**config.mk**
```make
export PLATFORM = sky130hd
export DESIGN_NAME = ethernet_ipv4_l4_header_parser_flat
export DESIGN_NICKNAME = d
export VERILOG_FILES = /design/src/rtl/ehp_pkg.sv /design/src/rtl/ehp_if.sv /design/src/rtl/ethernet_ipv4_l4_header_parser.sv /design/src/rtl/ehp_capture.sv /design/src/rtl/ehp_result.sv /design/src/flat_wrapper.sv
export SDC_FILE = /design/constraint.sdc
export NUM_CORES = 1
export LEC_CHECK = 0
export ABC_CLOCK_PERIOD_IN_PS = 10800
export BUFFER_PORTS_ARGS = -buffer_cell sky130_fd_sc_hd__buf_2
export CAP_MARGIN = 20
export CORE_MARGIN = 3
export CORE_UTILIZATION = 59
export CTS_CLUSTER_DIAMETER = 100
export DETAILED_ROUTE_END_ITERATION = 16
export PLACE_DENSITY = 0.8
export SLEW_MARGIN = 0
export SYNTH_ARGS = -nofsm -noshare
export SYNTH_HDL_FRONTEND = slang
export SYNTH_SLANG_ARGS = --single-unit
```
**constraint.sdc**
```tcl
create_clock -name clk -period 10.8 [get_ports clk]
set_input_delay 0.54 -clock clk [delete_from_list [all_inputs] [get_ports clk]]
set_output_delay 0.54 -clock clk [all_outputs]
set_load 0.05 [all_outputs]
```
**src/rtl/ehp_pkg.sv**
```systemverilog
package ehp_pkg;

    // EtherType and IP protocol codes
    localparam logic [15:0] ETH_VLAN  = 16'h8100;
    localparam logic [15:0] ETH_IPV4  = 16'h0800;
    localparam logic [7:0]  PROTO_TCP = 8'd6;
    localparam logic [7:0]  PROTO_UDP = 8'd17;

    // Byte offsets in the Ethernet header
    localparam int DST_END     = 6;
    localparam int SRC_END     = 12;
    localparam int TYPE_HI     = 12;
    localparam int TYPE_LO     = 13;
    localparam int TAG_HI      = 14;
    localparam int TAG_LO      = 15;
    localparam int INNER_HI    = 16;
    localparam int INNER_LO    = 17;
    localparam int L3_UNTAGGED = 14;
    localparam int L3_TAGGED   = 18;

    // Byte offsets inside the IPv4 header
    localparam int IP_VER_IHL  = 0;
    localparam int IP_TOS      = 1;
    localparam int IP_PROTO    = 9;
    localparam int IP_SRC_LO   = 12;
    localparam int IP_DST_LO   = 16;
    localparam int IP_ADDR_END = 20;
    localparam logic [5:0] MIN_IHL_BYTES = 6'd20;

    // Byte offsets inside the L4 header
    localparam int L4_PORTS_END = 4;
    localparam int TCP_DOFF     = 12;
    localparam int TCP_FLAGS    = 13;
    localparam logic [7:0] UDP_HDR_BYTES = 8'd8;

    // Per-frame parse state
    typedef struct packed {
        logic        vlan;
        logic [5:0]  ihl_bytes;
        logic [5:0]  tcp_hdr_bytes;
        logic [47:0] dst_mac;
        logic [47:0] src_mac;
        logic [15:0] outer_type;
        logic [15:0] tag;
        logic [15:0] inner_type;
        logic [31:0] ip_src;
        logic [31:0] ip_dst;
        logic [7:0]  proto;
        logic [7:0]  tos;
        logic [31:0] ports;
        logic [7:0]  flags;
        logic        doff_seen;
    } ehp_state_t;

    // One parse result
    typedef struct packed {
        logic [47:0] dst_mac;
        logic [47:0] src_mac;
        logic [15:0] ether_type;
        logic [11:0] vlan_id;
        logic [31:0] ip_source;
        logic [31:0] ip_dest;
        logic [7:0]  l3_protocol;
        logic [7:0]  type_of_service;
        logic [31:0] l4_ports;
        logic [5:0]  tcp_flag_bits;
        logic [7:0]  payload_start;
        logic        is_ipv4;
    } ehp_result_t;

endpackage

```
**src/rtl/ehp_if.sv**
```systemverilog
interface ehp_in_if;
    import ehp_pkg::*;

    logic       valid;
    logic       ready;
    logic [7:0] pkt_byte;
    logic       last_byte;

    modport source (output valid, output pkt_byte, output last_byte, input ready);
    modport sink   (input valid, input pkt_byte, input last_byte, output ready);
endinterface

interface ehp_out_if;
    import ehp_pkg::*;

    logic        valid;
    logic        ready;
    logic [47:0] dst_mac;
    logic [47:0] src_mac;
    logic [15:0] ether_type;
    logic [11:0] vlan_id;
    logic [31:0] ip_source;
    logic [31:0] ip_dest;
    logic [7:0]  l3_protocol;
    logic [7:0]  type_of_service;
    logic [31:0] l4_ports;
    logic [5:0]  tcp_flag_bits;
    logic [7:0]  payload_start;
    logic        is_ipv4;

    modport source (
        output valid, output dst_mac, output src_mac, output ether_type, output vlan_id,
        output ip_source, output ip_dest, output l3_protocol, output type_of_service,
        output l4_ports, output tcp_flag_bits, output payload_start, output is_ipv4,
        input ready
    );
    modport sink (
        input valid, input dst_mac, input src_mac, input ether_type, input vlan_id,
        input ip_source, input ip_dest, input l3_protocol, input type_of_service,
        input l4_ports, input tcp_flag_bits, input payload_start, input is_ipv4,
        output ready
    );
endinterface

```
**src/rtl/ethernet_ipv4_l4_header_parser.sv**
```systemverilog
// Channel  Role    Carries
// -------  ------  ------------------------------------------------------
// frame    sink    one frame byte per item, last_byte closes the frame
// hdr      source  one parsed header summary per frame
//
// One byte per cycle sustained while the hdr channel takes summaries; a summary
// is valid once the last byte has passed the input register and the result
// register. Each byte passes an input register, then position compare and capture into the parse state.
// Reset clears the byte position and all captured fields.
// A stalled hdr channel holds the last byte in the input register, and the frame channel stalls behind it.
module ethernet_ipv4_l4_header_parser #(
    parameter int MAX_FRAME_BYTES = 65535
) (
    input  logic     clk,
    input  logic     rst_n,
    ehp_in_if.sink   frame,
    ehp_out_if.source hdr
);
    import ehp_pkg::*;

    logic       s1_valid_reg;
    logic       s1_valid_next;
    logic [7:0] s1_byte_reg;
    logic       s1_last_reg;
    logic       advance;
    logic       slot_free;
    logic       take;
    ehp_state_t cap;

    // Advance the held byte unless its result has nowhere to go
    assign advance       = s1_valid_reg && (!s1_last_reg || slot_free);
    assign frame.ready   = !s1_valid_reg || advance;
    assign take          = frame.valid && frame.ready;
    assign s1_valid_next = take || (s1_valid_reg && !advance);

    always_ff @(posedge clk or negedge rst_n)
    begin
        if (!rst_n)
            s1_valid_reg <= 1'b0;
        else
            s1_valid_reg <= s1_valid_next;
    end

    always_ff @(posedge clk)
    begin
        if (take)
        begin
            s1_byte_reg <= frame.pkt_byte;
            s1_last_reg <= frame.last_byte;
        end
    end

    ehp_capture #(
        .MAX_FRAME_BYTES(MAX_FRAME_BYTES)
    ) u_capture (
        .clk       (clk),
        .rst_n     (rst_n),
        .advance   (advance),
        .pkt_byte  (s1_byte_reg),
        .last_byte (s1_last_reg),
        .cap       (cap)
    );

    ehp_result u_result (
        .clk       (clk),
        .rst_n     (rst_n),
        .load      (advance && s1_last_reg),
        .cap       (cap),
        .slot_free (slot_free),
        .hdr       (hdr)
    );
endmodule

```
**src/rtl/ehp_capture.sv**
```systemverilog
module ehp_capture #(
    parameter int MAX_FRAME_BYTES = 65535
) (
    input  logic                clk,
    input  logic                rst_n,
    input  logic                advance,
    input  logic [7:0]          pkt_byte,
    input  logic                last_byte,
    output ehp_pkg::ehp_state_t cap
);
    import ehp_pkg::*;

    localparam int POS_W = $clog2(MAX_FRAME_BYTES + 1);
    localparam logic [POS_W-1:0] POS_MAX = POS_W'(MAX_FRAME_BYTES);

    logic [POS_W-1:0] pos_reg;
    logic [POS_W-1:0] pos_next;
    ehp_state_t       st_reg;
    ehp_state_t       st_next;
    logic [15:0]      cur_type;
    logic [POS_W-1:0] l3_pos;
    logic [POS_W-1:0] k;
    logic [POS_W-1:0] j;
    logic [POS_W-1:0] ihl_pos;
    logic             l4_ok;
    logic             is_tcp;

    assign cur_type = st_reg.vlan ? st_reg.inner_type : st_reg.outer_type;
    assign l3_pos   = st_reg.vlan ? POS_W'(L3_TAGGED) : POS_W'(L3_UNTAGGED);
    assign k        = pos_reg - l3_pos;
    assign ihl_pos  = POS_W'(st_reg.ihl_bytes);
    assign j        = k - ihl_pos;
    assign is_tcp   = st_reg.proto == PROTO_TCP;
    assign l4_ok    = (st_reg.ihl_bytes >= MIN_IHL_BYTES)
                      && (is_tcp || st_reg.proto == PROTO_UDP);

    // Capture the current byte at its header offset
    always_comb
    begin
        cap      = st_reg;
        pos_next = pos_reg;
        if (advance && pos_reg < POS_MAX)
        begin
            pos_next = pos_reg + POS_W'(1);
            if (pos_reg < POS_W'(DST_END))
            begin
                cap.dst_mac = {st_reg.dst_mac[39:0], pkt_byte};
            end
            else if (pos_reg < POS_W'(SRC_END))
            begin
                cap.src_mac = {st_reg.src_mac[39:0], pkt_byte};
            end
            else if (pos_reg == POS_W'(TYPE_HI))
            begin
                cap.outer_type[15:8] = pkt_byte;
            end
            else if (pos_reg == POS_W'(TYPE_LO))
            begin
                cap.outer_type[7:0] = pkt_byte;
                cap.vlan = {st_reg.outer_type[15:8], pkt_byte} == ETH_VLAN;
            end
            else if (st_reg.vlan && pos_reg < POS_W'(L3_TAGGED))
            begin
                if (pos_reg == POS_W'(TAG_HI))
                    cap.tag[15:8] = pkt_byte;
                else if (pos_reg == POS_W'(TAG_LO))
                    cap.tag[7:0] = pkt_byte;
                else if (pos_reg == POS_W'(INNER_HI))
                    cap.inner_type[15:8] = pkt_byte;
                else
                    cap.inner_type[7:0] = pkt_byte;
            end
            else if (cur_type == ETH_IPV4 && pos_reg >= l3_pos)
            begin
                // IPv4 header fields
                if (k == POS_W'(IP_VER_IHL))
                    cap.ihl_bytes = {pkt_byte[3:0], 2'b00};
                else if (k == POS_W'(IP_TOS))
                    cap.tos = pkt_byte;
                else if (k == POS_W'(IP_PROTO))
                    cap.proto = pkt_byte;
                else if (k >= POS_W'(IP_SRC_LO) && k < POS_W'(IP_DST_LO))
                    cap.ip_src[8*(3-k[1:0]) +: 8] = pkt_byte;
                else if (k >= POS_W'(IP_DST_LO) && k < POS_W'(IP_ADDR_END))
                    cap.ip_dst[8*(3-k[1:0]) +: 8] = pkt_byte;

                // L4 header fields
                if (l4_ok && k >= ihl_pos)
                begin
                    if (j < POS_W'(L4_PORTS_END))
                    begin
                        cap.ports[8*(3-j[1:0]) +: 8] = pkt_byte;
                    end
                    else if (is_tcp && j == POS_W'(TCP_DOFF))
                    begin
                        cap.tcp_hdr_bytes = {pkt_byte[7:4], 2'b00};
                        cap.doff_seen     = 1'b1;
                    end
                    else if (is_tcp && j == POS_W'(TCP_FLAGS))
                    begin
                        cap.flags = pkt_byte;
                    end
                end
            end
        end
        // Restart the position after the last byte of a frame
        if (advance && last_byte)
            pos_next = '0;
    end

    // Clear all state after the last byte of a frame
    always_comb
    begin
        st_next = cap;
        if (advance && last_byte)
            st_next = '0;
    end

    always_ff @(posedge clk or negedge rst_n)
    begin
        if (!rst_n)
        begin
            pos_reg <= '0;
            st_reg  <= '0;
        end
        else
        begin
            pos_reg <= pos_next;
            st_reg  <= st_next;
        end
    end
endmodule

```
**src/rtl/ehp_result.sv**
```systemverilog
module ehp_result (
    input  logic                clk,
    input  logic                rst_n,
    input  logic                load,
    input  ehp_pkg::ehp_state_t cap,
    output logic                slot_free,
    ehp_out_if.source           hdr
);
    import ehp_pkg::*;

    ehp_result_t res_next;
    ehp_result_t res_reg;
    logic        valid_reg;
    logic        valid_next;
    logic [15:0] fin_type;
    logic        ipv4;
    logic        l4;
    logic        tcp;
    logic [7:0]  l3_base;

    assign fin_type = cap.vlan ? cap.inner_type : cap.outer_type;
    assign ipv4     = fin_type == ETH_IPV4;
    assign l4       = ipv4 && cap.ihl_bytes >= MIN_IHL_BYTES
                      && (cap.proto == PROTO_TCP || cap.proto == PROTO_UDP);
    assign tcp      = l4 && cap.proto == PROTO_TCP;
    assign l3_base  = (cap.vlan ? 8'(L3_TAGGED) : 8'(L3_UNTAGGED)) + 8'(cap.ihl_bytes);

    // Format the frame summary
    always_comb
    begin
        res_next                 = '0;
        res_next.dst_mac         = cap.dst_mac;
        res_next.src_mac         = cap.src_mac;
        res_next.ether_type      = fin_type;
        res_next.vlan_id         = cap.vlan ? cap.tag[11:0] : 12'd0;
        res_next.ip_source       = cap.ip_src;
        res_next.ip_dest         = cap.ip_dst;
        res_next.l3_protocol     = cap.proto;
        res_next.type_of_service = cap.tos;
        res_next.l4_ports        = l4 ? cap.ports : 32'd0;
        res_next.tcp_flag_bits   = tcp ? cap.flags[5:0] : 6'd0;
        res_next.is_ipv4         = ipv4;
        if (l4 && cap.proto == PROTO_UDP)
            res_next.payload_start = l3_base + UDP_HDR_BYTES;
        if (tcp && cap.doff_seen)
            res_next.payload_start = l3_base + 8'(cap.tcp_hdr_bytes);
    end

    // Hold the result until taken
    assign slot_free  = !valid_reg || hdr.ready;
    assign valid_next = load || (valid_reg && !hdr.ready);

    always_ff @(posedge clk or negedge rst_n)
    begin
        if (!rst_n)
            valid_reg <= 1'b0;
        else
            valid_reg <= valid_next;
    end

    always_ff @(posedge clk)
    begin
        if (load)
            res_reg <= res_next;
    end

    assign hdr.valid           = valid_reg;
    assign hdr.dst_mac         = res_reg.dst_mac;
    assign hdr.src_mac         = res_reg.src_mac;
    assign hdr.ether_type      = res_reg.ether_type;
    assign hdr.vlan_id         = res_reg.vlan_id;
    assign hdr.ip_source       = res_reg.ip_source;
    assign hdr.ip_dest         = res_reg.ip_dest;
    assign hdr.l3_protocol     = res_reg.l3_protocol;
    assign hdr.type_of_service = res_reg.type_of_service;
    assign hdr.l4_ports        = res_reg.l4_ports;
    assign hdr.tcp_flag_bits   = res_reg.tcp_flag_bits;
    assign hdr.payload_start   = res_reg.payload_start;
    assign hdr.is_ipv4         = res_reg.is_ipv4;
endmodule

```
**src/flat_wrapper.sv**
```systemverilog
// flat-port wrapper written by rule: the top's interface ports become plain ports
module ethernet_ipv4_l4_header_parser_flat import ehp_pkg::*;
#(
    parameter int MAX_FRAME_BYTES = 65535
)
  (clk, rst_n, frame_valid, frame_pkt_byte, frame_last_byte, frame_ready, hdr_valid, hdr_dst_mac, hdr_src_mac, hdr_ether_type, hdr_vlan_id, hdr_ip_source, hdr_ip_dest, hdr_l3_protocol, hdr_type_of_service, hdr_l4_ports, hdr_tcp_flag_bits, hdr_payload_start, hdr_is_ipv4, hdr_ready);
  ehp_in_if frame_i ();
  ehp_out_if hdr_i ();
  input  logic clk;
  input  logic rst_n;
  input wire logic [$bits(frame_i.valid)-1:0] frame_valid;
  input wire logic [$bits(frame_i.pkt_byte)-1:0] frame_pkt_byte;
  input wire logic [$bits(frame_i.last_byte)-1:0] frame_last_byte;
  output wire logic [$bits(frame_i.ready)-1:0] frame_ready;
  output wire logic [$bits(hdr_i.valid)-1:0] hdr_valid;
  output wire logic [$bits(hdr_i.dst_mac)-1:0] hdr_dst_mac;
  output wire logic [$bits(hdr_i.src_mac)-1:0] hdr_src_mac;
  output wire logic [$bits(hdr_i.ether_type)-1:0] hdr_ether_type;
  output wire logic [$bits(hdr_i.vlan_id)-1:0] hdr_vlan_id;
  output wire logic [$bits(hdr_i.ip_source)-1:0] hdr_ip_source;
  output wire logic [$bits(hdr_i.ip_dest)-1:0] hdr_ip_dest;
  output wire logic [$bits(hdr_i.l3_protocol)-1:0] hdr_l3_protocol;
  output wire logic [$bits(hdr_i.type_of_service)-1:0] hdr_type_of_service;
  output wire logic [$bits(hdr_i.l4_ports)-1:0] hdr_l4_ports;
  output wire logic [$bits(hdr_i.tcp_flag_bits)-1:0] hdr_tcp_flag_bits;
  output wire logic [$bits(hdr_i.payload_start)-1:0] hdr_payload_start;
  output wire logic [$bits(hdr_i.is_ipv4)-1:0] hdr_is_ipv4;
  input wire logic [$bits(hdr_i.ready)-1:0] hdr_ready;
  assign frame_i.valid = frame_valid;
  assign frame_i.pkt_byte = frame_pkt_byte;
  assign frame_i.last_byte = frame_last_byte;
  assign frame_ready = frame_i.ready;
  assign hdr_valid = hdr_i.valid;
  assign hdr_dst_mac = hdr_i.dst_mac;
  assign hdr_src_mac = hdr_i.src_mac;
  assign hdr_ether_type = hdr_i.ether_type;
  assign hdr_vlan_id = hdr_i.vlan_id;
  assign hdr_ip_source = hdr_i.ip_source;
  assign hdr_ip_dest = hdr_i.ip_dest;
  assign hdr_l3_protocol = hdr_i.l3_protocol;
  assign hdr_type_of_service = hdr_i.type_of_service;
  assign hdr_l4_ports = hdr_i.l4_ports;
  assign hdr_tcp_flag_bits = hdr_i.tcp_flag_bits;
  assign hdr_payload_start = hdr_i.payload_start;
  assign hdr_is_ipv4 = hdr_i.is_ipv4;
  assign hdr_i.ready = hdr_ready;
  ethernet_ipv4_l4_header_parser #(.MAX_FRAME_BYTES(MAX_FRAME_BYTES)) u_core (.clk(clk), .rst_n(rst_n), .frame(frame_i), .hdr(hdr_i));
endmodule
```
# Word level (Yosys, flattened, before mapping)
# Cells that the tools add are included.
# Widths: inputs -> output; s select.
# classes
n_mux	55
n_eq_ne	16
n_shift	4
n_reduce_logical	33
order_cmp	13
n_addsub	10
# op_table
operator	n
$mux 278	2
$mux 121	2
$mux 217	1
$mux 169	1
$mux 161	1
$mux 32	5
$mux 153	1
$eq 16x4->1 const B	7
$bwmux 32	3
$mux 48	2
$mux 8	12
$mux 16	5
$mux 80	1
$mux 72	1
$neg 32->34	2
$shift 8x34->32 const A	2
$shiftx 8x34->32	2
$mux 64	1
$lt 16x5->1 const B	3
$mux 41	1
$mux 13	3
$mux 12	3
$eq 16x12->1 const B	2
$lt 16x3->1 const B	2
other kinds (29)	66
# totals
word_cells	163
in_bits	13
out_inout_bits	253
regBits	550

# Longest topological paths before layout
# depth
ltp_word	25
ltp_mapped	28
depth_no_buf	27

# Hierarchy
# Synthesis repeated with hierarchy kept, for this count alone.
# unflattened
hier_cells	2055
area_unflattened_um2	25106.6
# modules_own_cells
module	seq_area_each_um2	area_each_um2	n_inst	cells_each
ehp_capture	7357.1	15952.8	1	1618
ehp_result	7562.3	8804.7	1	421
ethernet_ipv4_l4_header_parser	295.3	349.1	1	16

# Least setup slack after synthesis
# OpenSTA, ideal clock, no wires.
# synth_timing
path_type	reg-to-reg
from	register u_core.u_result.valid_reg, in the netlist u_core.u_result.hdr.valid
to	register u_core.u_result.res_reg, in the netlist u_core.u_result.hdr.dst_mac[0] (enable)
path_slack_ps	1560
n_path_buf	2
t_arrival_ps	8527
required_ps	10087
path_stages_with_launch	6
synth_period_minus_slack_ps	9240
setup_time_ps	713
cell_sequence	dfrtp_1 > nand3b_1 > nand2_1 > nor2_1 > clkbuf_1 > clkbuf_1
# synth_via
elab_chain_cells	5
# synth_rtl
element	line	text
start, declared	ehp_result.sv:13	logic valid_reg;
start signal, assigned	ehp_result.sv:58	valid_reg <= valid_next;
$logic_not 1->1	ehp_result.sv:50	assign slot_free = !valid_reg || hdr.ready;
$logic_or 1x1->1	ehp_result.sv:50	
$logic_or 1x1->1	ethernet_ipv4_l4_header_parser.sv:31	assign advance = s1_valid_reg && (!s1_last_reg || slot_free);
$logic_and 1x1->1	ethernet_ipv4_l4_header_parser.sv:31	
$logic_and 1x1->1	ethernet_ipv4_l4_header_parser.sv:67	.load (advance && s1_last_reg),
via u_core.u_result.load	ehp_result.sv:4	input logic load,
end signal, assigned	ehp_result.sv:64	res_reg <= res_next;
end, declared	ehp_result.sv:12	ehp_result_t res_reg;
# The timed path passes the listed nets, and every way through them passes these cells.
# A chain may end at the register's enable or synchronous reset.

==> impl_metrics.json <==
{
  "pin_count": 266,
  "placed_cell_area_um2": 25470,
  "grt_use_met1": 0.3527,
  "worstMarginPinSlew_ns": 1.250,
  "fillers": 2799,
  "yosysTopAreaCell": "edfxtp_1",
  "powerDensity_nw_per_um2": 180.1,
  "core_area_um2": 39190,
  "seqCellArea_um2": 15060,
  "grt.busiest_layer": "met2",
  "clk_pin_slew_ns": 0.06,
  "cts_tree": "built",
  "setup.worst_path.start": "u_core.u_capture.pos_reg[1]",
  "clock-root-buffer": "clkbuf_16",
  "synthCells": 1917,
  "p_leak_nw": 12.50,
  "drive_gt1_frac": 0.2409,
  "route.detailed.drc": 0,
  "slew_headroom": 0.1666,
  "die-area_um2": 42580,
  "cts_resized": 0,
  "dr.pass1.iters": 6,
  "synth_edf_count": 260,
  "fin_setup_tns_ns": 0,
  "ys_seq_area_frac": 0.6362,
  "period_share": 0.6278,
  "hold_class": "primary input to register",
  "grt_pass1_vias": 15490,
  "n_antenna_cell": 0,
  "status": "completed",
  "crit_type": "register to register",
  "multi_input_area_um2": 8112,
  "synth.area.top_cells": "edfxtp_1 33%, dfrtp_1 31%, mux2_2 5.8%",
  "cts_buffer_depth": 3,
  "drt-vias-per-instance": 5.736,
  "postCtsSetupBuffers": 0,
  "slowest_delay_ns": 0.76,
  "max_freq_mhz": 147.5,
  "cp_max_fo": 19,
  "rows": 72,
  "cp_slowest_cell": "dfrtp_1",
  "final_cell_count_no_fill": 2726,
  "finalNetCount": 2214,
  "fin_skew_ns": 0.02911,
  "dr_total_vias": 15640,
  "grt_max_degree": 239,
  "r2r-start": "u_core.u_capture.pos_reg[1]",
  "fp.dieW_um": 206.3,
  "largest_reg_flops": 266,
  "synthArstFlopShare": 0.5273,
  "io_buffer_count": 265,
  "syn_area_um2": 23680,
  "post_synth_num_cell_types": 75,
  "synth_area_per_cell_um2": 12.35,
  "dp_cells": 2622,
  "dp_hpwl_um": 34310,
  "syn_nets": 1967,
  "design_area_um2": 27260,
  "critPathArrivalTime_ns": 7.13,
  "peakVddDrop_uv": 134.0,
  "wl_per_cell_um": 19.90,
  "globalplace.congestion": 0.9211,
  "antenna_found_initial": 0,
  "synth-seq-cells": 550,
  "routed_wl_um": 54240,
  "worstPathCellList": "inv_1, fa_1, nor2b_1, o21ai_1, nand2_1, nand2_1, ha_1, nor2b_1, nand3b_1, a211o_1, a21oi_1, nor3_1, nor4_1, nand2_1, mux2_2, ha_1, nor2b_1, o21ai_0, nand2b_1, a21oi_1, nor2_1, nor2_1, xor2_1, o32ai_1",
  "cap_viol_max_count": 0,
  "met3_usage": 0.04583,
  "grt_util_met2": 0.4053,
  "clock-sinks": 550,
  "htree_levels": 2,
  "worstSetupEndpointType": "register",
  "synth.top_cell.area_share": 0.3297,
  "grt_setup_unrepaired": "false",
  "cts_buffers": 53,
  "fin_crit_ns": 6.780,
  "slew_viol_final": 0,
  "ant_nets": 0,
  "syn_to_final_growth_pct": 15.14,
  "setup_viol": 0,
  "yosys_warnings": 0,
  "finalHoldViolations": 0,
  "track_usage": 0.2536,
  "drt_iter0_markers": 1239,
  "start_kind": "register",
  "grt_pass1_wl_um": 83990,
  "cp.required_ns": 11.15,
  "clk-insertion-delay-late_ns": 0.60,
  "overflow": 0,
  "initial_core_util": 0.6043,
  "fp.dieH_um": 206.3,
  "synth_flop_cell": "dfrtp_1",
  "holdCritStartpoint": "frame_pkt_byte[4]"
}
per-layer routing:
layer / part of all wire / vias to the layer above
li1: - / 7214
met1: 0.42 / 7698
met2: 0.48 / 606
met3: 0.068 / 118
met4: 0.033 / 0
met5: 0 / -
power breakdown:
part | internal [mW] | switching (mW)
sequential | 2.30 | 0.0611
combinational | 0.231 | 0.511
clock | 1.04 | 0.763
stage by stage:
step / worst slack, ns / utilization / power, mW / hold WS (ns)
floorplan: 1.560 / - / 2.933 / 0.2444
global placement: 4.227 / 0.6500 / 3.116 / 0.4996
detailed placement: 4.011 / 0.6500 / 3.129 / 0.5097
CTS: 3.981 / 0.6938 / 4.935 / 0.09370
global route: 3.352 / 0.6958 / 5.099 / 0.1055
finish: 4.020 / 0.6958 / 4.910 / 0.1294
worst paths after layout:
kind	end	slack (ns)	cells after the start
max	u_core.u_result.hdr.payload_start[6]	4.02	24
min	u_core.s1_byte_reg[4]	0.13	1
max reg2reg	u_core.u_result.hdr.payload_start[6]	4.02	24
min reg2reg	u_core.u_capture.st_reg[26]	0.52	2
max in group asynchronous	u_core.u_capture.st_reg[102]	8.10	4
min in group asynchronous	u_core.u_capture.st_reg[244]	0.57	2
logic make-up (layout without fill, tap and decap cells):
group / after synthesis / count (layout) / share of synthesized area
xor+xnor: 25 / 25 / 0.009247
simple gates: 766 / 766 / 0.1655
fa+ha+maj: 37 / 37 / 0.02082
mux: 191 / 191 / 0.08734
flops: 550 / 550 / 0.6362
buf+inv: 135 / 426 / 0.02187
compound gates: 213 / 213 / 0.05902
placed cells by master (no fill, tap or decap), drive strengths merged, types with 5 or more instances in the layout:
master  instances
a211oi          9
a21o            9
a21oi          39
a31oi           7
and2           42
and3           11
buf           291
clkbuf         77
clkinv         14
dfrtp         290
edfxtp        260
ha             33
inv            36
mux2          122
mux2i          69
nand2         181
nand3          22
nand3b          7
nand4          18
nor2          183
nor2b         189
nor3           37
nor4           25
o211ai          8
o21a           11
o21ai          79
o221a           6
o22ai           5
o31a            5
or2            12
or3            13
xnor2          14
xor2           11
repair_timing:
item | in CTS | in global routing
hold buffers | 1 | 0
endpoints found under the setup margin | 0 | 0
hold endpoints to repair | 78 | 0
cells in the mapped netlist, types with 3 or more instances:
master / instances
dfrtp_1: 290
edfxtp_1: 260
nor2b_1: 189
nor2_1: 183
nand2_1: 180
mux2_2: 122
clkbuf_1: 87
o21ai_0: 78
mux2i_1: 68
and2_1: 42
a21oi_1: 39
nor3_1: 35
ha_1: 33
inv_1: 33
nand3_1: 22
nor4_1: 22
nand4_1: 18
xnor2_1: 14
or3_1: 13
or2_2: 12
and3_1: 11
o21a_1: 11
xor2_1: 11
a21o_1: 9
a211oi_1: 8
o211ai_1: 8
a31oi_1: 7
buf_1: 7
nand3b_1: 7
buf_2: 6
o221a_2: 6
o22ai_1: 5
o31a_1: 5
fa_1: 4
nand2b_1: 4
nor3b_1: 4
nor4b_1: 4
o31ai_1: 4
a211o_1: 3
a21boi_0: 3
a22o_1: 3
and4_1: 3
nor4bb_1: 3
o32ai_1: 3
or4_1: 3
critical path: cells and delay by family (launching register included):
family,cells,cell delay (ns)
compound gates,6,1.18
mux,1,0.36
flops,1,0.76
xor+xnor,1,0.15
simple gates,12,2.56
fa+ha+maj,3,1.25
buf+inv,1,0.27
cell type report:
cell class,count,share of cell area
flip-flops and latches,550,0.5525
repair buffers,293,0.05892
inverters,34,0.004681
well taps,518,0.02377
clock inverters,23,0.007480
multi-input cells,1232,0.2975
clock buffers,76,0.05511
No activity file was read; power rests on OpenSTA's default activity.
